===== src/assert_macros.svh =====
// Assertion helpers shared by the RTL.
`ifndef ASSERT_MACROS_SVH
`define ASSERT_MACROS_SVH

// Clocked assertion, disabled while reset is asserted.
`define MNC_ASSERT(lbl, clk, rst_n, prop, msg) \
    lbl: assert property (@(posedge clk) disable iff (!rst_n) prop) else $error(msg);

// Condition that must never be true, disabled while reset is asserted.
`define MNC_NEVER(lbl, clk, rst_n, cond, msg) \
    lbl: assert property (@(posedge clk) disable iff (!rst_n) !(cond)) else $error(msg);

`endif


===== src/mnc_pkg.sv =====
`timescale 1ns / 1ps

package mnc_pkg;

    localparam int MAX_SIZE_DEFAULT = 32;
    localparam int BOARD_SIZE_RESET = 32;

    localparam int CFG_W     = 6;
    localparam int COUNT_W   = 4;
    localparam int POS_W     = 5;
    localparam int S_TDATA_W = 8;
    localparam int M_TDATA_W = 16;
    localparam int ITEM_W    = COUNT_W + 2 * POS_W;
    localparam int PAD_W     = M_TDATA_W - ITEM_W;

    typedef struct packed {
        logic               done;
        logic [POS_W-1:0]   col;
        logic [POS_W-1:0]   row;
        logic [COUNT_W-1:0] count;
    } out_item_t;

endpackage


===== src/mnc_window.sv =====
`timescale 1ns / 1ps

// Picks the eight neighbor taps out of the shift line, masks the ones that
// fall off the board and adds them up.
module mnc_window #(
    parameter int MAX_SIZE = mnc_pkg::MAX_SIZE_DEFAULT,
    parameter int CW       = $clog2(MAX_SIZE + 2),
    parameter int LINE_LEN = 2 * MAX_SIZE + 3
) (
    input  logic [LINE_LEN-1:0]         taps,
    input  logic [CW-1:0]               size,
    input  logic [CW-1:0]               row,
    input  logic [CW-1:0]               col,
    output logic [mnc_pkg::COUNT_W-1:0] count
);

    localparam int IW = $clog2(LINE_LEN);

    logic [IW-1:0] idx_n;
    logic [IW-1:0] idx_2n;
    logic [CW-1:0] last_pos;
    logic          top_ok;
    logic          bot_ok;
    logic          left_ok;
    logic          right_ok;
    logic [7:0]    nb;

    assign idx_n    = IW'(size);
    assign idx_2n   = idx_n << 1;
    assign last_pos = size - CW'(1);

    assign top_ok   = (row != '0);
    assign bot_ok   = (row != last_pos);
    assign left_ok  = (col != '0);
    assign right_ok = (col != last_pos);

    // tap j holds the cell that entered j steps ago; the center sits at n+1
    assign nb[0] = taps[0] & bot_ok & right_ok;
    assign nb[1] = taps[1] & bot_ok;
    assign nb[2] = taps[2] & bot_ok & left_ok;
    assign nb[3] = taps[idx_n] & right_ok;
    assign nb[4] = taps[idx_n + IW'(2)] & left_ok;
    assign nb[5] = taps[idx_2n] & top_ok & right_ok;
    assign nb[6] = taps[idx_2n + IW'(1)] & top_ok;
    assign nb[7] = taps[idx_2n + IW'(2)] & top_ok & left_ok;

    always_comb
    begin
        count = '0;
        for (int i = 0; i < 8; i++)
        begin
            count = count + mnc_pkg::COUNT_W'(nb[i]);
        end
    end

endmodule


===== config.mk =====
export PLATFORM = sky130hd
export DESIGN_NAME = mnc_window
export DESIGN_NICKNAME = d
export VERILOG_FILES = /design/src/assert_macros.svh /design/src/mnc_pkg.sv /design/src/mnc_window.sv
export SDC_FILE = /design/constraint.sdc
export NUM_CORES = 1
export LEC_CHECK = 0
export BUFFER_PORTS_ARGS = -buffer_cell sky130_fd_sc_hd__clkbuf_2
export CORE_MARGIN = 5
export CORE_UTILIZATION = 45
export DETAILED_ROUTE_END_ITERATION = 8
export GPL_TIMING_DRIVEN = 0
export PLACE_DENSITY = 0.81
export SYNTH_ARGS = -nofsm -noshare
export SYNTH_HDL_FRONTEND = slang
export SYNTH_SLANG_ARGS = --single-unit

===== constraint.sdc =====
create_clock -name vclk -period 13.6
set_clock_uncertainty 0.05 [all_clocks]
set_input_delay 3.4 -clock vclk [all_inputs]
set_output_delay 3.4 -clock vclk [all_outputs]
set_load 0.1 [all_outputs]

## Word level (Yosys, flattened, before mapping)

Cells that the tools add are included.

| storage, ports and cells | value |
|---|---|
| bits in registers | 0 |
| logic and storage cells | 42 |
| output and inout port bits | 4 |
| bits of input ports | 85 |

| cells by class | value |
|---|---|
| $add $sub $neg | 11 |
| reduce and logical (&&, ||, !) cells | 2 |
| muxes and demuxes | 10 |
| equal/unequal tests | 2 |
| bitwise operators | 12 |
| order comparisons | 5 |

Operator list:

| kind | count |
|---|---|
| 7-bit by 8-bit < comparator with 1-bit output (second input constant) | 4 |
| 1-bit binary-select mux with 7-bit select | 3 |
| 4-bit by 1-bit adder with 4-bit output | 4 |
| 1-bit AND | 12 |
| 1-bit binary-select mux with 6-bit select | 2 |
| 6-bit != test | 2 |
| 6-bit nonzero test | 2 |
| 6-bit by 8-bit < comparator with 1-bit output (second input constant) | 1 |
| 6-bit by 2-bit adder with 7-bit output (second input constant) | 1 |
| 7-bit by 1-bit adder with 7-bit output (second input constant) | 1 |
| 7-bit by 2-bit adder with 7-bit output (second input constant) | 1 |
| 6-bit by 1-bit subtractor with 6-bit output (second input constant) | 1 |
| 1-bit 2-to-1 mux | 5 |
| 3-bit by 1-bit adder with 4-bit output | 1 |
| 2-bit by 1-bit adder with 3-bit output | 1 |
| 1-bit by 1-bit adder with 2-bit output | 1 |

## Logic depth before layout (Yosys ltp)

Gate-level depths: netlist of the first run.

| depth | value |
|---|---|
| word-level depth | 11 |
| gate-level depth with buffers | 18 |
| mapped depth without buffers | 15 |

## Least setup slack after synthesis of the first run

No wires, ideal clock.

| timing | value |
|---|---|
| path kind | input -> output |
| from | in size[0] |
| to | out count[2] (netlist name) |
| data required time | 10.150 ns |
| path buffers | 4 |
| slack | 1.331 ns |
| cell stages on the path | 18 |
| data arrival time | 8.819 ns |
| cells stage by stage | buf_4 > buf_6 > buf_4 > inv_1 > ha_1 > buf_2 > xnor2_1 > nor3_1 > nand4_1 > o21ai_0 > fa_1 > fa_1 > inv_1 > fa_1 > ha_1 > inv_1 > fa_1 > xnor2_1 |

| between the ends | value |
|---|---|
| longest elaborated chain between the ends | 11 |
| elaborated cells on any way between the ends | 35 |
| those cells by class | add/sub (11); eq/ne (2); mux (10); bitwise (12) |

RTL lines:

| item | line | text |
|---|---|---|
| start, declared | mnc_window.sv:11 | `input logic [CW-1:0] size,` |
| 6-bit by 1-bit subtractor with 6-bit output | mnc_window.sv:30 | `assign last_pos = size - CW'(1);` |
| 6-bit != test | mnc_window.sv:33 | `assign bot_ok = (row != last_pos);` |
| 1-bit AND (2 in a row) | mnc_window.sv:38 | `assign nb[0] = taps[0] & bot_ok & right_ok;` |
| 1-bit by 1-bit adder with 2-bit output | mnc_window.sv:52 | `count = count + mnc_pkg::COUNT_W'(nb[i]);` |
| 2-bit by 1-bit adder with 3-bit output | mnc_window.sv:52 |  |
| 3-bit by 1-bit adder with 4-bit output | mnc_window.sv:52 |  |
| 4-bit by 1-bit adder with 4-bit output (3 in a row) | mnc_window.sv:52 |  |
| 4-bit by 1-bit adder with 4-bit output * | mnc_window.sv:52 |  |
| end, declared | mnc_window.sv:14 | `output logic [mnc_pkg::COUNT_W-1:0] count` |

Mark *: on every way between the ends. The rest lies on a longest branch, timed or not. The select of a mux whose other input is x is not followed.

## Worst setup path after layout of the first run

| timing | value |
|---|---|
| from | in size[1] |
| to | out count[2] (netlist name) |

Same word-level chain as after synthesis.

==> results.py, run 1 <==
metrics = {
    "outcome": {
        "status": "finished clean",
    },
    "sta": {
        "hold_violations": 0,
        "rsz0062_at_grt": "false",
        "min_period_over_period": 0.879,
        "post-route-min-period_ns": 11.95,
        "fin_hold_ws_ns": 7.64,
        "tightest_slew_ns": 0.735,
        "fin_tns_setup_ns": 0,
        "max_freq_mhz": 83.7,
        "layout_setup_ws_ns": 1.65,
        "slew_violations": 0,
        "setup_violations": 0,
        "relSlewSlack": 0.497,
    },
    "drt": {
        "vias_per_cell": 6.88,
        "ant_nets": 0,
        "vias": 2876,
        "drtIter0Drc": 280,
        "drc_errors": 0,
        "first_pass_iters": 5,
        "post_drt_wl_per_cell_um": 21.9,
        "wl_um": 9170,
    },
    "logic_synthesis": {
        "synthTopCellsByCount": "mux4_2 (41), mux2i_1 (23), nand2_1 (15), xnor2_1 (14)",
        "synth_compound_area_frac": 0.100,
        "yosysMostFrequentCell": "mux4_2",
        "syn-num-nets": 353,
        "synth_warnings": 0,
        "yosysSeqAreaShare": 0,
        "synth_fa_ha_area_frac": 0.0616,
        "synth_top_area_frac": 0.339,
        "ys_top_cells_by_area": "mux4_2 (34%), mux4_1 (11%), mux2i_1 (8.5%)",
        "synth_top_area_cell": "mux4_2",
        "muxShareOfSynthArea": 0.542,
        "avgSynthCellArea_um2": 10.6,
        "synth-xor-area-share": 0.0804,
        "synth.distinct_cells": 48,
        "synthCells": 257,
        "syn_area_um2": 2720,
        "yosys.area_share.simple": 0.128,
        "synth_top_family_by_area": "multiplexers",
    },
    "grt": {
        "track_usage": 0.239,
        "grt_pass1_wl_um": 14400,
        "grt-ovfl-total": 0,
        "grt_start_max_net_pins": 11,
        "grt_pass1_vias": 2748,
        "antenna_found_initial": 0,
    },
    "finish": {
        "antenna_cells": 0,
        "multi_input_area_um2": 2480,
        "nFlopsAndLatches": 0,
        "fin_nets": 441,
        "area_delta_synth_final_pct": 19.2,
        "clkbuf_count": 0,
        "nFillCells": 550,
        "register_area_um2": 0,
        "final_area_um2": 3250,
        "drive_above_1_share": 0.455,
    },
    "worst_setup_path": {
        "cp-start-kind": "input pin",
        "required_ns": 10.15,
        "criticalPathCategory": "input pin to output port",
        "end_kind": "output port",
        "path_max_fanout": 10,
        "critPathArrivalTime_ns": 8.50,
    },
    "floorplan": {
        "dieArea_um2": 7710,
        "die_w_um": 87.8,
        "num_rows": 28,
        "start_util": 0.460,
        "core_um2": 5920,
        "die_h_um": 87.8,
        "ios": 89,
    },
    "pwr": {
        "power_density_nw_per_um2": 66.8,
        "power_uw": 217,
        "comb_power_share": 1.000,
        "pwr-share-seq": 0,
        "clockPowerShare": 0,
        "vdd_drop_max_mv": 0.235,
        "p_leak_uw": 0.00139,
        "internal-power_uw": 75.1,
        "p_sw_frac": 0.654,
        "switchingPower_uw": 142,
    },
    "hold_path": {
        "hold_path_class": "input pin to output port",
    },
    "clock_network": {
        "postCtsHoldBufs": 0,
        "cts_resized": 0,
        "cts_setup_buffers": 0,
    },
    "place": {
        "port_buffers": 86,
        "dpl.hpwl_um": 7510,
        "gp_congestion": 0.941,
        "place_area_um2": 3250,
        "place_ws_ns": 1.65,
    },
    "run": {
        "cap_violations": 0,
    },
}
[per-layer routing]
metal	GRT usage	part of all wire
met3	0.0235	0.12
met4	0.0391	0.023
met2	0.401	0.48
met5	0	0
met1	0.343	0.38
[power groups by stage]
stage | Clock, µW | Combinational, µW | Sequential [µW]
after floorplan | 0 | 168 | 0
after global placement | 0 | 211 | 0
after detailed placement | 0 | 216 | 0
after CTS | 0 | 216 | 0
after global routing | 0 | 232 | 0
final | 0 | 217 | 0
[placed cells by master, fill, tap and decap left out, types with 9 or more instances in the layout]
cell type / count
buf_2: 10
buf_4: 9
clkbuf_2: 86
inv_1: 12
mux2i_1: 23
mux4_1: 11
mux4_2: 41
nand2_1: 15
nand3_1: 12
xnor2_1: 14
xor2_1: 11
[worst paths after layout]
| check | startpoint | end | depth (start not counted) |
|---|---|---|---|
| hold / removal | taps[2] | count[0] | 4 |
| setup / recovery | size[1] | count[2] | 18 |
[cell type report]
class | instances | share of cell area
buffer | 27 | 0.0586
inverter | 13 | 0.0150
multi-input combinational | 217 | 0.765
tap | 75 | 0.0289
timing repair buffer | 86 | 0.133
[cell families after synthesis]
| logic type | count (synthesis) |
|---|---|
| AO/OA/AOI/OAI | 37 |
| XOR/XNOR | 25 |
| adder cells (fa/ha/maj) | 11 |
| buffers and inverters | 40 |
| multiplexers | 78 |
| AND/OR/NAND/NOR | 66 |
[per-stage QoR]
stage,std cells,util
floorplan,257,-
global placement,418,0.549
detailed placement,418,0.549
CTS,418,0.549
global route,418,0.549
finish,418,0.549
[worst max-delay path, cell delays in order]
cell	delay, ns
clkbuf_2	0.13
buf_6	0.15
buf_12	0.15
buf_4	0.20
buf_2	0.30
mux4_2	0.26
a21oi_1	0.08
a2111oi_0	0.66
o21ai_0	0.29
fa_1	0.56
fa_1	0.54
inv_1	0.05
fa_1	0.53
ha_1	0.16
inv_1	0.05
fa_1	0.37
xnor2_1	0.13
clkbuf_2	0.47
Power figures use the tool's default switching activity.
==> inputs of run 2 (changes only) <==
--- a/config.mk
+++ b/config.mk
@@ -6,6 +6,7 @@
 export NUM_CORES = 1
 export LEC_CHECK = 0
 export BUFFER_PORTS_ARGS = -buffer_cell sky130_fd_sc_hd__clkbuf_2
+export CORE_ASPECT_RATIO = 0.8
 export CORE_MARGIN = 5
 export CORE_UTILIZATION = 45
 export DETAILED_ROUTE_END_ITERATION = 8
==> run 2 against run 1 <==
Effect of this change: combinational power hardly changed; sequential share of layout area is the same; routed wire length grew 0.84%; first-iteration DRC count is 26% higher; critical path depth grew 2; critical endpoint unchanged; largest cell class unchanged.
==> results.py, run 2 (synthesized netlist as in run 1, its figures left out) <==
metrics = {
    "place": {
        "gp_congestion": 1.01,
        "place_area_um2": 3260,
        "place_ws_ns": 1.54,
        "dpl.hpwl_um": 7650,
        "port_buffers": 86,
    },
    "sta": {
        "hold_violations": 0,
        "relSlewSlack": 0.544,
        "slew_violations": 0,
        "tightest_slew_ns": 0.682,
        "max_freq_mhz": 83.2,
        "fin_tns_setup_ns": 0,
        "rsz0062_at_grt": "false",
        "post-route-min-period_ns": 12.01,
        "min_period_over_period": 0.883,
        "layout_setup_ws_ns": 1.59,
        "setup_violations": 0,
    },
    "hold_path": {
        "min_path_cells": 4,
        "hp-start": "taps[2]",
        "min_to": "count[0]",
        "hold_path_class": "input pin to output port",
    },
    "finish": {
        "layout_common_cells": "clkbuf_2 (86), mux4_2 (41), mux2i_1 (23)",
        "fin_nets": 441,
        "register_area_um2": 0,
        "clkbuf_count": 0,
        "area_delta_synth_final_pct": 19.5,
        "post-route-util": 0.554,
        "final_common_cell": "clkbuf_2",
        "multi_input_area_um2": 2480,
        "drive_above_1_share": 0.455,
        "antenna_cells": 0,
        "final_area_um2": 3260,
        "nFillCells": 550,
        "nFlopsAndLatches": 0,
    },
    "floorplan": {
        "core_um2": 5880,
        "die_h_um": 79.6,
        "die_w_um": 97.0,
        "ios": 89,
        "dieArea_um2": 7720,
        "start_util": 0.463,
        "num_rows": 25,
    },
    "grt": {
        "grt_start_max_net_pins": 11,
        "grt_pass1_wl_um": 14300,
        "grt_pass1_vias": 2733,
        "grt-ovfl-total": 0,
        "antenna_found_initial": 0,
        "track_usage": 0.228,
    },
    "drt": {
        "wl_um": 9240,
        "drtIter0Drc": 353,
        "first_pass_iters": 5,
        "drc_errors": 0,
        "vias_per_cell": 6.72,
        "vias": 2848,
        "ant_nets": 0,
        "post_drt_wl_per_cell_um": 21.8,
    },
    "worst_setup_path": {
        "cp-start-kind": "input pin",
        "path_max_fanout": 10,
        "criticalPathCategory": "input pin to output port",
        "required_ns": 10.15,
        "end_kind": "output port",
        "critPathArrivalTime_ns": 8.56,
    },
    "pwr": {
        "power_density_nw_per_um2": 66.9,
        "p_leak_uw": 0.00139,
        "vdd_drop_max_mv": 0.0499,
    },
    "clock_network": {
        "cts_resized": 0,
        "postCtsHoldBufs": 0,
        "cts_setup_buffers": 0,
    },
    "run": {
        "cap_violations": 0,
    },
    "outcome": {
        "status": "finished clean",
    },
}
-- run 2: cell counts in the layout (fill, tap and decap cells not counted) --
No cell type changed its count.
-- run 2: through the flow --
stage / hold slack [ns] / cells / total power (µW)
after floorplan: 7.43 / 257 / 168
after global routing: 7.66 / 424 / 231
final: 7.63 / 424 / 218
after detailed placement: 7.62 / 424 / 217
after CTS: 7.63 / 424 / 217
after global placement: 7.60 / 424 / 212
-- run 2: metal layers --
| layer | GRT usage | vias to the layer above | wire [µm] |
|---|---|---|---|
| li1 | - | 1240 | - |
| met1 | 0.336 | 1396 | 3930 |
| met2 | 0.374 | 194 | 4350 |
| met3 | 0.0236 | 18 | 842 |
| met4 | 0.0323 | 0 | 119 |
| met5 | 0 | - | 0 |
-- run 2: worst max-delay path by stage --
stage,startpoint,endpoint,slack [ns]
floorplan,size[0],count[2],1.33
global placement,size[0],count[2],1.62
detailed placement,size[0],count[2],1.54
CTS,size[0],count[2],1.54
global route,size[0],count[2],1.27
finish,size[0],count[2],1.59
-- run 2: cell type report --
cell class	instances	share of cell area
inverter	13	0.0150
timing repair buffer	86	0.132
buffer	27	0.0584
multi-input combinational	217	0.763
tap	81	0.0311
-- run 2: report_power, final --
group          total [µW]  leakage, µW  internal (µW)  switching (µW)
Clock                   0            0              0               0
Combinational         218      0.00139           75.4             143
Sequential              0            0              0               0
-- run 2: worst max-delay path: stages --
cell      delay (ns)
clkbuf_2        0.10
buf_4           0.17
buf_6           0.18
buf_4           0.21
inv_1           0.18
ha_1            0.36
buf_2           0.38
xnor2_1         0.13
nor3_1          0.19
nand4_1         0.21
o21ai_0         0.20
fa_1            0.48
fa_1            0.54
inv_1           0.05
fa_1            0.53
ha_1            0.17
inv_1           0.06
fa_1            0.37
xnor2_1         0.14
clkbuf_2        0.47
