`config.mk`:
```
export PLATFORM = sky130hd
export DESIGN_NAME = mnc_skid
export DESIGN_NICKNAME = d
export VERILOG_FILES = /design/src/mnc_pkg.sv /design/src/mnc_skid.sv
export VERILOG_INCLUDE_DIRS = /design/src /design/src/src
export SDC_FILE = /design/constraint.sdc
export NUM_CORES = 1
export LEC_CHECK = 0
export BUFFER_PORTS_ARGS = -buffer_cell sky130_fd_sc_hd__buf_2
export CORE_UTILIZATION = 30
export CTS_CLUSTER_SIZE = 8
export DETAILED_ROUTE_END_ITERATION = 10
export SLEW_MARGIN = 20
export SYNTH_ARGS = -nofsm -noshare
export SYNTH_HDL_FRONTEND = slang
export SYNTH_SLANG_ARGS = --single-unit
```
`constraint.sdc`:
```
create_clock -name clk -period 2.3 [get_ports clk]
set_clock_uncertainty 0.05 [all_clocks]
set_input_delay 0.115 -clock clk [delete_from_list [all_inputs] [get_ports clk]]
set_output_delay 0.115 -clock clk [all_outputs]
set_load 0.05 [all_outputs]
```
`src/assert_macros.svh`:
```
// Assertion helpers shared by the RTL.
`ifndef ASSERT_MACROS_SVH
`define ASSERT_MACROS_SVH

// Clocked assertion, disabled while reset is asserted.
`define MNC_ASSERT(lbl, clk, rst_n, prop, msg) \
    lbl: assert property (@(posedge clk) disable iff (!rst_n) prop) else $error(msg);

// Condition that must never be true, disabled while reset is asserted.
`define MNC_NEVER(lbl, clk, rst_n, cond, msg) \
    lbl: assert property (@(posedge clk) disable iff (!rst_n) !(cond)) else $error(msg);

`endif

```
`src/mnc_pkg.sv`:
```
`timescale 1ns / 1ps

package mnc_pkg;

    localparam int MAX_SIZE_DEFAULT = 32;
    localparam int BOARD_SIZE_RESET = 32;

    localparam int CFG_W     = 6;
    localparam int COUNT_W   = 4;
    localparam int POS_W     = 5;
    localparam int S_TDATA_W = 8;
    localparam int M_TDATA_W = 16;
    localparam int ITEM_W    = COUNT_W + 2 * POS_W;
    localparam int PAD_W     = M_TDATA_W - ITEM_W;

    typedef struct packed {
        logic               done;
        logic [POS_W-1:0]   col;
        logic [POS_W-1:0]   row;
        logic [COUNT_W-1:0] count;
    } out_item_t;

endpackage

```
`src/mnc_skid.sv`:
```
`timescale 1ns / 1ps

`include "assert_macros.svh"

// Output register plus one skid entry.
module mnc_skid (
    input  logic               clk,
    input  logic               rst_n,
    input  logic               push,
    input  mnc_pkg::out_item_t push_item,
    input  logic               m_tready,
    output logic               m_tvalid,
    output mnc_pkg::out_item_t item,
    output logic               full
);

    logic               main_valid_reg;
    logic               main_valid_next;
    logic               skid_valid_reg;
    logic               skid_valid_next;
    mnc_pkg::out_item_t main_reg;
    mnc_pkg::out_item_t main_next;
    mnc_pkg::out_item_t skid_reg;
    mnc_pkg::out_item_t skid_next;
    logic               pop;

    assign pop = main_valid_reg & m_tready;

    always_comb
    begin
        main_valid_next = main_valid_reg;
        skid_valid_next = skid_valid_reg;
        main_next       = main_reg;
        skid_next       = skid_reg;
        if (!main_valid_reg || pop)
        begin
            if (skid_valid_reg)
            begin
                main_next       = skid_reg;
                main_valid_next = 1'b1;
                skid_valid_next = 1'b0;
            end
            else
            begin
                main_next       = push_item;
                main_valid_next = push;
            end
        end
        else if (push)
        begin
            skid_next       = push_item;
            skid_valid_next = 1'b1;
        end
    end

    always_ff @(posedge clk or negedge rst_n)
    begin
        if (!rst_n)
        begin
            main_valid_reg <= 1'b0;
            skid_valid_reg <= 1'b0;
        end
        else
        begin
            main_valid_reg <= main_valid_next;
            skid_valid_reg <= skid_valid_next;
        end
    end

    always_ff @(posedge clk)
    begin
        main_reg <= main_next;
        skid_reg <= skid_next;
    end

    assign m_tvalid = main_valid_reg;
    assign item     = main_reg;
    assign full     = skid_valid_reg;

    `MNC_ASSERT(a_skid_needs_main, clk, rst_n, skid_valid_reg |-> main_valid_reg, "skid without main")
    `MNC_ASSERT(a_main_holds, clk, rst_n, main_valid_reg && !m_tready |=> main_valid_reg, "result lost")
    `MNC_NEVER(a_no_push_full, clk, rst_n, push && skid_valid_reg, "push into full buffer")

endmodule
```
# --- After elaboration in Yosys (flattened, before gate mapping) ---
# Index checks and enable logic that the tools add are counted.
word_totals:
  reg_bits: 32
  in_bits: 19
  out_inout_bits: 17
  elab_cells: 20
classes:
  n_mux: 4
  bitwise_logic: 2
  reduce_logical: 4
op_table:
  columns: ["operator", "count"]
  rows:
  - ["$mux 15", 1]
  - ["$mux 1", 3]
  - ["$reduce_and 2->1", 1]
  - ["$reduce_bool 2->1", 1]
  - ["$and 1x1->1", 1]
  - ["$logic_not 1->1", 1]
  - ["$logic_or 1x1->1", 1]
  - ["$not 1->1", 1]

# --- Depth between registers and ports, before layout ---
# Gate-level depths: netlist (run 1).
depth:
  depth_word: 4
  ltp_mapped: 4
  ltp_nobuf: 2

# --- Least setup slack after synthesis (run 1) ---
# Ideal clock, no wire load.
synth_path:
  path_type: "register to register"
  from: "register main_valid_reg, in the netlist m_tvalid"
  to: "register skid_reg[0] (netlist bit), enable pin"
  setup_ns: 0.387
  arrival_time_ns: 1.855
  t_required_ns: 1.863
  slack_ns: 0.009
  path_stages_with_launch: 3
  n_path_buf: 0
  synth_period_minus_slack_ns: 2.291
  path_cell_list: "dfrtp_1 > nand2b_1 > nor2_1"
synth_via:
  elab_chain_len: 4
  elab_cells_between_ends: 5
  classes_between: "2 x bitwise; 3 x reduce/logical"
synth_rtl:
  columns: ["item", "line_no", "text"]
  rows:
  - ["start, declared", "mnc_skid.sv:17", "logic main_valid_reg;"]
  - ["start signal, assigned", "mnc_skid.sv:65", "main_valid_reg <= main_valid_next;"]
  - ["$and 1x1->1 or $logic_not 1->1 (tied branches)", "mnc_skid.sv:27, mnc_skid.sv:35", null]
  - ["$logic_or 1x1->1 *", "mnc_skid.sv:35", "if (!main_valid_reg || pop)"]
  - ["$not 1->1 (no line) *", null, null]
  - ["$reduce_and 2->1 (no line) *", null, null]
  - ["end signal, assigned", "mnc_skid.sv:73", "skid_reg <= skid_next;"]
  - ["end, declared", "mnc_skid.sv:23", "mnc_pkg::out_item_t skid_reg;"]
# Every way passes the cells marked *; elsewhere a longest branch is shown, timed or not.
# A chain may end at the register's enable or synchronous reset.

# --- Final worst setup path (run 1) ---
layout_path:
  from: "register skid_valid_reg, in the netlist full"
  to: "register main_reg, in the netlist item[5] (data pin)"
layout_via:
  elab_chain_len: 1
layout_rtl:
  columns: ["item", "line_no", "text"]
  rows:
  - ["start, declared", "mnc_skid.sv:19", "logic skid_valid_reg;"]
  - ["start signal, assigned", "mnc_skid.sv:66", "skid_valid_reg <= skid_valid_next;"]
  - ["$mux 15", "mnc_skid.sv:37", "if (skid_valid_reg)"]
  - ["end signal, assigned", "mnc_skid.sv:72", "main_reg <= main_next;"]
  - ["end, declared", "mnc_skid.sv:21", "mnc_pkg::out_item_t main_reg;"]
# No other way between the ends.

==> results of run 1 <==
[cells in the mapped netlist]
cell type  number  area share
edfxtp_1       30        0.74
mux2_4          9        0.11
mux2_2          6       0.056
nor2_1          3      0.0093
dfrtp_1         2       0.041
buf_12          1       0.017
buf_6           1      0.0093
inv_1           1      0.0031
nand2_1         1      0.0031
nand2b_1        1      0.0052
[metal layers]
layer  vias to the layer above  GRT usage
li1                        327          -
met1                       315      0.114
met2                        26      0.188
met3                         4     0.0625
met4                         0     0.0462
met5                         -          0
[stage by stage]
stage / setup slack, ns / cells
after global placement: 0.799 / 140
after global routing: 0.696 / 164
final: 0.775 / 164
after CTS: 0.773 / 164
after floorplan: 0.00892 / 55
after detailed placement: 0.795 / 140
[kinds of logic after synthesis]
group	after synthesis	synth area share
simple gates	5	0.0176
flops	32	0.786
buf+inv	3	0.0290
mux	15	0.168
[power by group]
part           leakage, nW  switching [mW]  internal, mW
logic                0.330           0.147        0.0849
registers            0.312          0.0159         0.687
clock network       0.0453           0.202         0.205
[worst max-delay path: cells and delay by family (launching register included)]
family | cells | cell delay [ns]
muxes | 1 | 0.31
DFF | 1 | 0.63
buffers and inverters | 1 | 0.27
[layout make-up]
class                   count  share of cell area
clock buffers               5              0.0408
clock inverters             3             0.00816
flip-flops and latches     32               0.564
repair buffers             55               0.217
well taps                  48              0.0356
multi-input cells          20               0.133
inverters                   1             0.00223
[cell usage in the layout, fill, tap and decap left out]
master	count
buf_2	35
buf_4	4
clkbuf_8	5
clkinv_1	1
clkinv_2	2
dfrtp_1	2
dlygate4sd3_1	16
edfxtp_1	30
inv_1	1
mux2_2	6
mux2_4	9
nand2_1	1
nand2b_1	1
nor2_1	3
[repair_timing]
| action | in CTS | in global routing |
|---|---|---|
| hold endpoints to repair | 17 | 0 |
| hold buffers | 16 | 0 |
| resized for setup | 0 | 0 |
[worst max path at each step]
stage,startpoint,to,cells past startpoint
6_report,full,item[5],2
5_1_grt,full,item[5],2
4_1_cts,full,item[5],2
3_5_place_dp,full,item[5],2
3_3_place_gp,full,item[9],2
2_1_floorplan,m_tvalid,skid_reg[0],2
==> results.sh, run 1 <==
export IMPL_outcome="complete, no violations"
export IMPL_clock_path_buffers=2
export IMPL_hpwl_um=1370
export IMPL_tightest_slew_ns=0.470
export IMPL_vias=672
export IMPL_grt_max_degree=12
export IMPL_die_y_um=65.5
export IMPL_ys_ff_latch=32
export IMPL_wl_met2_um=1010
export IMPL_layout_drive_gt1_share=0.526
export IMPL_fin_nets=134
export IMPL_p_leak_nw=0.688
export IMPL_rows=22
export IMPL_setup_violations=0
export IMPL_cp_required_ns=2.28
export IMPL_postPlaceCellArea_um2=1440
export IMPL_hp_class="input pin to register"
export IMPL_antenna_found_initial=0
export IMPL_grt_pass1_vias=766
export IMPL_r2r_cells=2
export IMPL_grt_overflow=0
export IMPL_slew_headroom=0.686
export IMPL_antenna_left=0
export IMPL_wl_met3_um=157
export IMPL_maxClockFrequency_mhz=656
export IMPL_n_antenna_cell=0
export IMPL_gp_congestion=0.651
export IMPL_cts_tree="built"
export IMPL_multi_input_comb_area_um2=224
export IMPL_routed_via_density=4.10
export IMPL_worst_setup_path_end_kind="register"
export IMPL_path_cells="buf_4 -> mux2_4"
export IMPL_top_layer_used="met4"
export IMPL_arrival_ns=1.51
export IMPL_fp_dieW_um=65.5
export IMPL_clkSlewWorstSetupHoldPaths_ns=0.07
export IMPL_synthToLayoutAreaGrowth_pct=39.4
export IMPL_rsz0062_at_grt="no"
export IMPL_clock_sinks=32
export IMPL_port_buffers=35
export IMPL_clock_latency_ns=0.28
export IMPL_cts_setup_buffers=0
export IMPL_tns_ns=0
export IMPL_whs_ns=0.0135
export IMPL_io_pins=36
export IMPL_fillCellCount=340
export IMPL_whs_endpoint="m_tvalid"
export IMPL_period_needed_ns=1.52
export IMPL_critical_path_class="register to register"
export IMPL_hold_violations=0
export IMPL_initial_utilization=0.321
export IMPL_path_max_fanout=11
export IMPL_grt_first_pass_wirelength_um=3370
export IMPL_critical_path_max_stage_delay_ns=0.63
export IMPL_holdPathStages=3
export IMPL_period_share=0.663
export IMPL_root_buffer="clkbuf_8"
export IMPL_drtIter0Drc=10
export IMPL_fin_util=0.447
export IMPL_syn_avg_cell_area_um2=22.0
export IMPL_ff_latch_area_um2=951
export IMPL_yosysWarnings=0
export IMPL_cts_htree_levels=2
export IMPL_drc=0
export IMPL_critPathSlowestCell="dfrtp_1"
export IMPL_reg2reg_to="item[5]"
export IMPL_grt_total_usage=0.112
export IMPL_synth_cell_types=10
export IMPL_crit_reg2reg_launch="full"
export IMPL_wl_per_cell_um=12.7
export IMPL_ir_drop_mv=0.329
export IMPL_drv_cap=0
export IMPL_drt_pass1_iterations=3
export IMPL_syn_inst=55
export IMPL_drv_slew=0
export IMPL_power_mw=1.34
export IMPL_syn_area_um2=1210
export IMPL_rrSetupSlack_ns=0.78
export IMPL_coreArea_um2=3770
export IMPL_met1Wirelength_um=878
export IMPL_die_area_um2=4290
export IMPL_numCtsBuffers=5
export IMPL_ys_seq_area_frac=0.786
export IMPL_final_area_um2=1690
export IMPL_power_density_nw_per_um2=795
export IMPL_start_kind="register"
export IMPL_min_from="push"
export IMPL_wl_um=2080
export IMPL_synth_fp_nets=74
Power figures use the tool's default switching activity.
==> inputs of run 2 (changes only) <==
--- a/config.mk
+++ b/config.mk
@@ -6,6 +6,7 @@
 export SDC_FILE = /design/constraint.sdc
 export NUM_CORES = 1
 export LEC_CHECK = 0
+export ABC_AREA = 1
 export BUFFER_PORTS_ARGS = -buffer_cell sky130_fd_sc_hd__buf_2
 export CORE_UTILIZATION = 30
 export CTS_CLUSTER_SIZE = 8
==> constraint.sdc (replaced) <==
create_clock -name clk -period 1.55 [get_ports clk]
set_clock_uncertainty 0.05 [all_clocks]
set_input_delay 0.0775 -clock clk [delete_from_list [all_inputs] [get_ports clk]]
set_output_delay 0.0775 -clock clk [all_outputs]
set_load 0.05 [all_outputs]
==> run 2 against run 1 <==
Clock-buffer cell count up 2. First-iteration DRC count grew 130%. Via count grew 19%. Register-to-register slack got worse by 0.40 ns. Setup slack got worse by 0.53 ns. Area after synthesis unchanged. Sequential power increased by 50%. Global-route usage fell by 0.29 points. Critical path type is now register to output port. Combinational power increased by 53%. Synthesized cell count is 60% higher. Power is 48% higher.
==> results.sh, run 2 <==
export IMPL_synthTopCellsByCount="nand2_1 (42), edfxtp_1 (30), nand2_2 (5), nor2_1 (3)"
export IMPL_arrival_ns=1.18
export IMPL_drv_cap=0
export IMPL_grt_overflow=0
export IMPL_syn_avg_cell_area_um2=13.7
export IMPL_critical_path_max_stage_delay_ns=0.57
export IMPL_multi_input_comb_area_um2=210
export IMPL_async_flop_share=0.0625
export IMPL_clock_sinks=32
export IMPL_wl_um=2040
export IMPL_synth_most_common_cell="nand2_1"
export IMPL_antenna_found_initial=0
export IMPL_ys_ff_latch=32
export IMPL_clkSlewWorstSetupHoldPaths_ns=0.06
export IMPL_synth_top_cell_by_area="edfxtp_1"
export IMPL_p_leak_nw=0.730
export IMPL_cts_setup_buffers=0
export IMPL_period_share=0.842
export IMPL_cp_required_ns=1.42
export IMPL_slew_headroom=0.721
export IMPL_drtIter0Drc=23
export IMPL_layout_common_cells="nand2_1 (41), buf_2 (35), edfxtp_1 (30)"
export IMPL_cts_tree="built"
export IMPL_rows=22
export IMPL_internal_power_mw=1.44
export IMPL_synth_edf_count=30
export IMPL_post_cts_resized=0
export IMPL_path_max_fanout=10
export IMPL_grt_total_usage=0.109
export IMPL_grt_first_pass_wirelength_um=3290
export IMPL_synth_top_cell_area_share=0.745
export IMPL_p_sw_mw=0.543
export IMPL_hold_violations=0
export IMPL_power_density_nw_per_um2=1180
export IMPL_clock_path_buffers=2
export IMPL_switching_share=0.274
export IMPL_root_buffer="clkbuf_8"
export IMPL_seqPwrFrac=0.528
export IMPL_outcome="complete, no violations"
export IMPL_syn_area_um2=1210
export IMPL_layout_drive_gt1_share=0.347
export IMPL_drt_pass1_iterations=4
export IMPL_path_cells="buf_2"
export IMPL_setup_violations=0
export IMPL_antenna_left=0
export IMPL_wl_per_cell_um=10.5
export IMPL_tightest_slew_ns=0.418
export IMPL_synth_fp_nets=107
export IMPL_setup_ws_ns=0.245
export IMPL_vias=798
export IMPL_power_frac_comb=0.179
export IMPL_final_common_cell="nand2_1"
export IMPL_worst_setup_path_end_kind="output port"
export IMPL_drc=0
export IMPL_die_area_um2=4290
export IMPL_hp_class="input pin to async pin"
export IMPL_ff_latch_area_um2=952
export IMPL_synthToLayoutAreaGrowth_pct=38.8
export IMPL_yosysWarnings=0
export IMPL_initial_utilization=0.321
export IMPL_fillCellCount=335
export IMPL_start_kind="register"
export IMPL_maxClockFrequency_mhz=766
export IMPL_drv_slew=0
export IMPL_hold_buffers=17
export IMPL_gp_congestion=0.680
export IMPL_coreArea_um2=3770
export IMPL_n_antenna_cell=0
export IMPL_die_y_um=65.5
export IMPL_power_mw=1.98
export IMPL_cp_top_family="flip-flops"
export IMPL_hpwl_um=1390
export IMPL_fin_nets=165
export IMPL_tns_ns=0
export IMPL_cts_htree_levels=2
export IMPL_io_pins=36
export IMPL_routed_via_density=4.09
export IMPL_ir_drop_mv=0.508
export IMPL_ys_seq_area_frac=0.786
export IMPL_syn_inst=88
export IMPL_clkPwrFrac=0.293
export IMPL_numCtsBuffers=5
export IMPL_rsz0062_at_grt="no"
export IMPL_period_needed_ns=1.31
export IMPL_grt_max_degree=18
export IMPL_port_buffers=35
export IMPL_synth_cell_types=9
export IMPL_path_buf_inv=1
export IMPL_yosys_top_cells_area="edfxtp_1 (74%), nand2_1 (13%), dfrtp_1 (4.1%)"
export IMPL_critical_path_class="register to output port"
export IMPL_clock_latency_ns=0.27
export IMPL_fp_dieW_um=65.5
export IMPL_grt_pass1_vias=751
export IMPL_dp_slack_ns=0.358
export IMPL_synth_flop_cell="edfxtp_1"
export IMPL_critPathSlowestCell="dfrtp_1"
==> run 2: cell count changes after synthesis, moves of 5 or more <==
cell,before,now
nand2_2,0,5
mux2_4,9,0
nand2_1,1,42
mux2_2,6,0
==> run 2: area by class of cell <==
| type | instances | share of cell area |
|---|---|---|
| clock inverter | 1 | 0.00224 |
| tap | 48 | 0.0358 |
| sequential | 32 | 0.567 |
| multi-input combinational | 50 | 0.125 |
| inverter | 3 | 0.00969 |
| clock buffer | 7 | 0.0455 |
| timing repair buffer | 54 | 0.215 |
==> run 2: per-stage QoR <==
| stage | hold slack [ns] | utilization | cells | cell area, um^2 |
|---|---|---|---|---|
| after floorplan | -0.268 | - | 88 | 1220 |
| after global placement | -0.188 | 0.379 | 170 | 1430 |
| after detailed placement | -0.186 | 0.379 | 170 | 1430 |
| after CTS | 0.0574 | 0.445 | 195 | 1680 |
| after global routing | 0.117 | 0.445 | 195 | 1680 |
| final | 0.0951 | 0.445 | 195 | 1680 |
==> run 2: kinds of logic (layout without fill, tap and decap cells) <==
| logic type | Yosys count | count (layout) | share of synthesized area |
|---|---|---|---|
| and+or+nand+nor | 50 | 50 | 0.165 |
| DFF | 32 | 32 | 0.786 |
| buffers and inverters | 6 | 65 | 0.0486 |
==> run 2: path summary, 6_finish.rpt <==
path	from	to	slack, ns	depth (start not counted)
worst max register to register	m_tvalid	skid_reg[8]	0.38	2
worst min register to register	skid_reg[11]	item[11]	0.46	2
worst min-delay path	rst_n	full	0.1	2
worst max-delay path	full	full	0.24	1
min in group clk	m_tready	skid_reg[6]	0.23	4
max in group asynchronous	rst_n	m_tvalid	1.25	2
==> run 2: power groups by stage <==
stage               clock network (mW)  registers, mW  logic, mW
finish                           0.580           1.05      0.354
global route                     0.638           1.05      0.381
CTS                              0.601           1.05      0.358
detailed placement                   0           1.06      0.325
global placement                     0           1.06      0.321
floorplan                            0           1.22     0.0901
==> run 2: layer usage <==
metal,routed length (um),global-route usage,part of all wire,vias to the layer above
met5,0,0,0,-
li1,-,-,-,406
met4,47,0.0815,0.023,0
met3,94,0.0365,0.046,5
met2,1120,0.191,0.55,19
met1,775,0.105,0.38,368
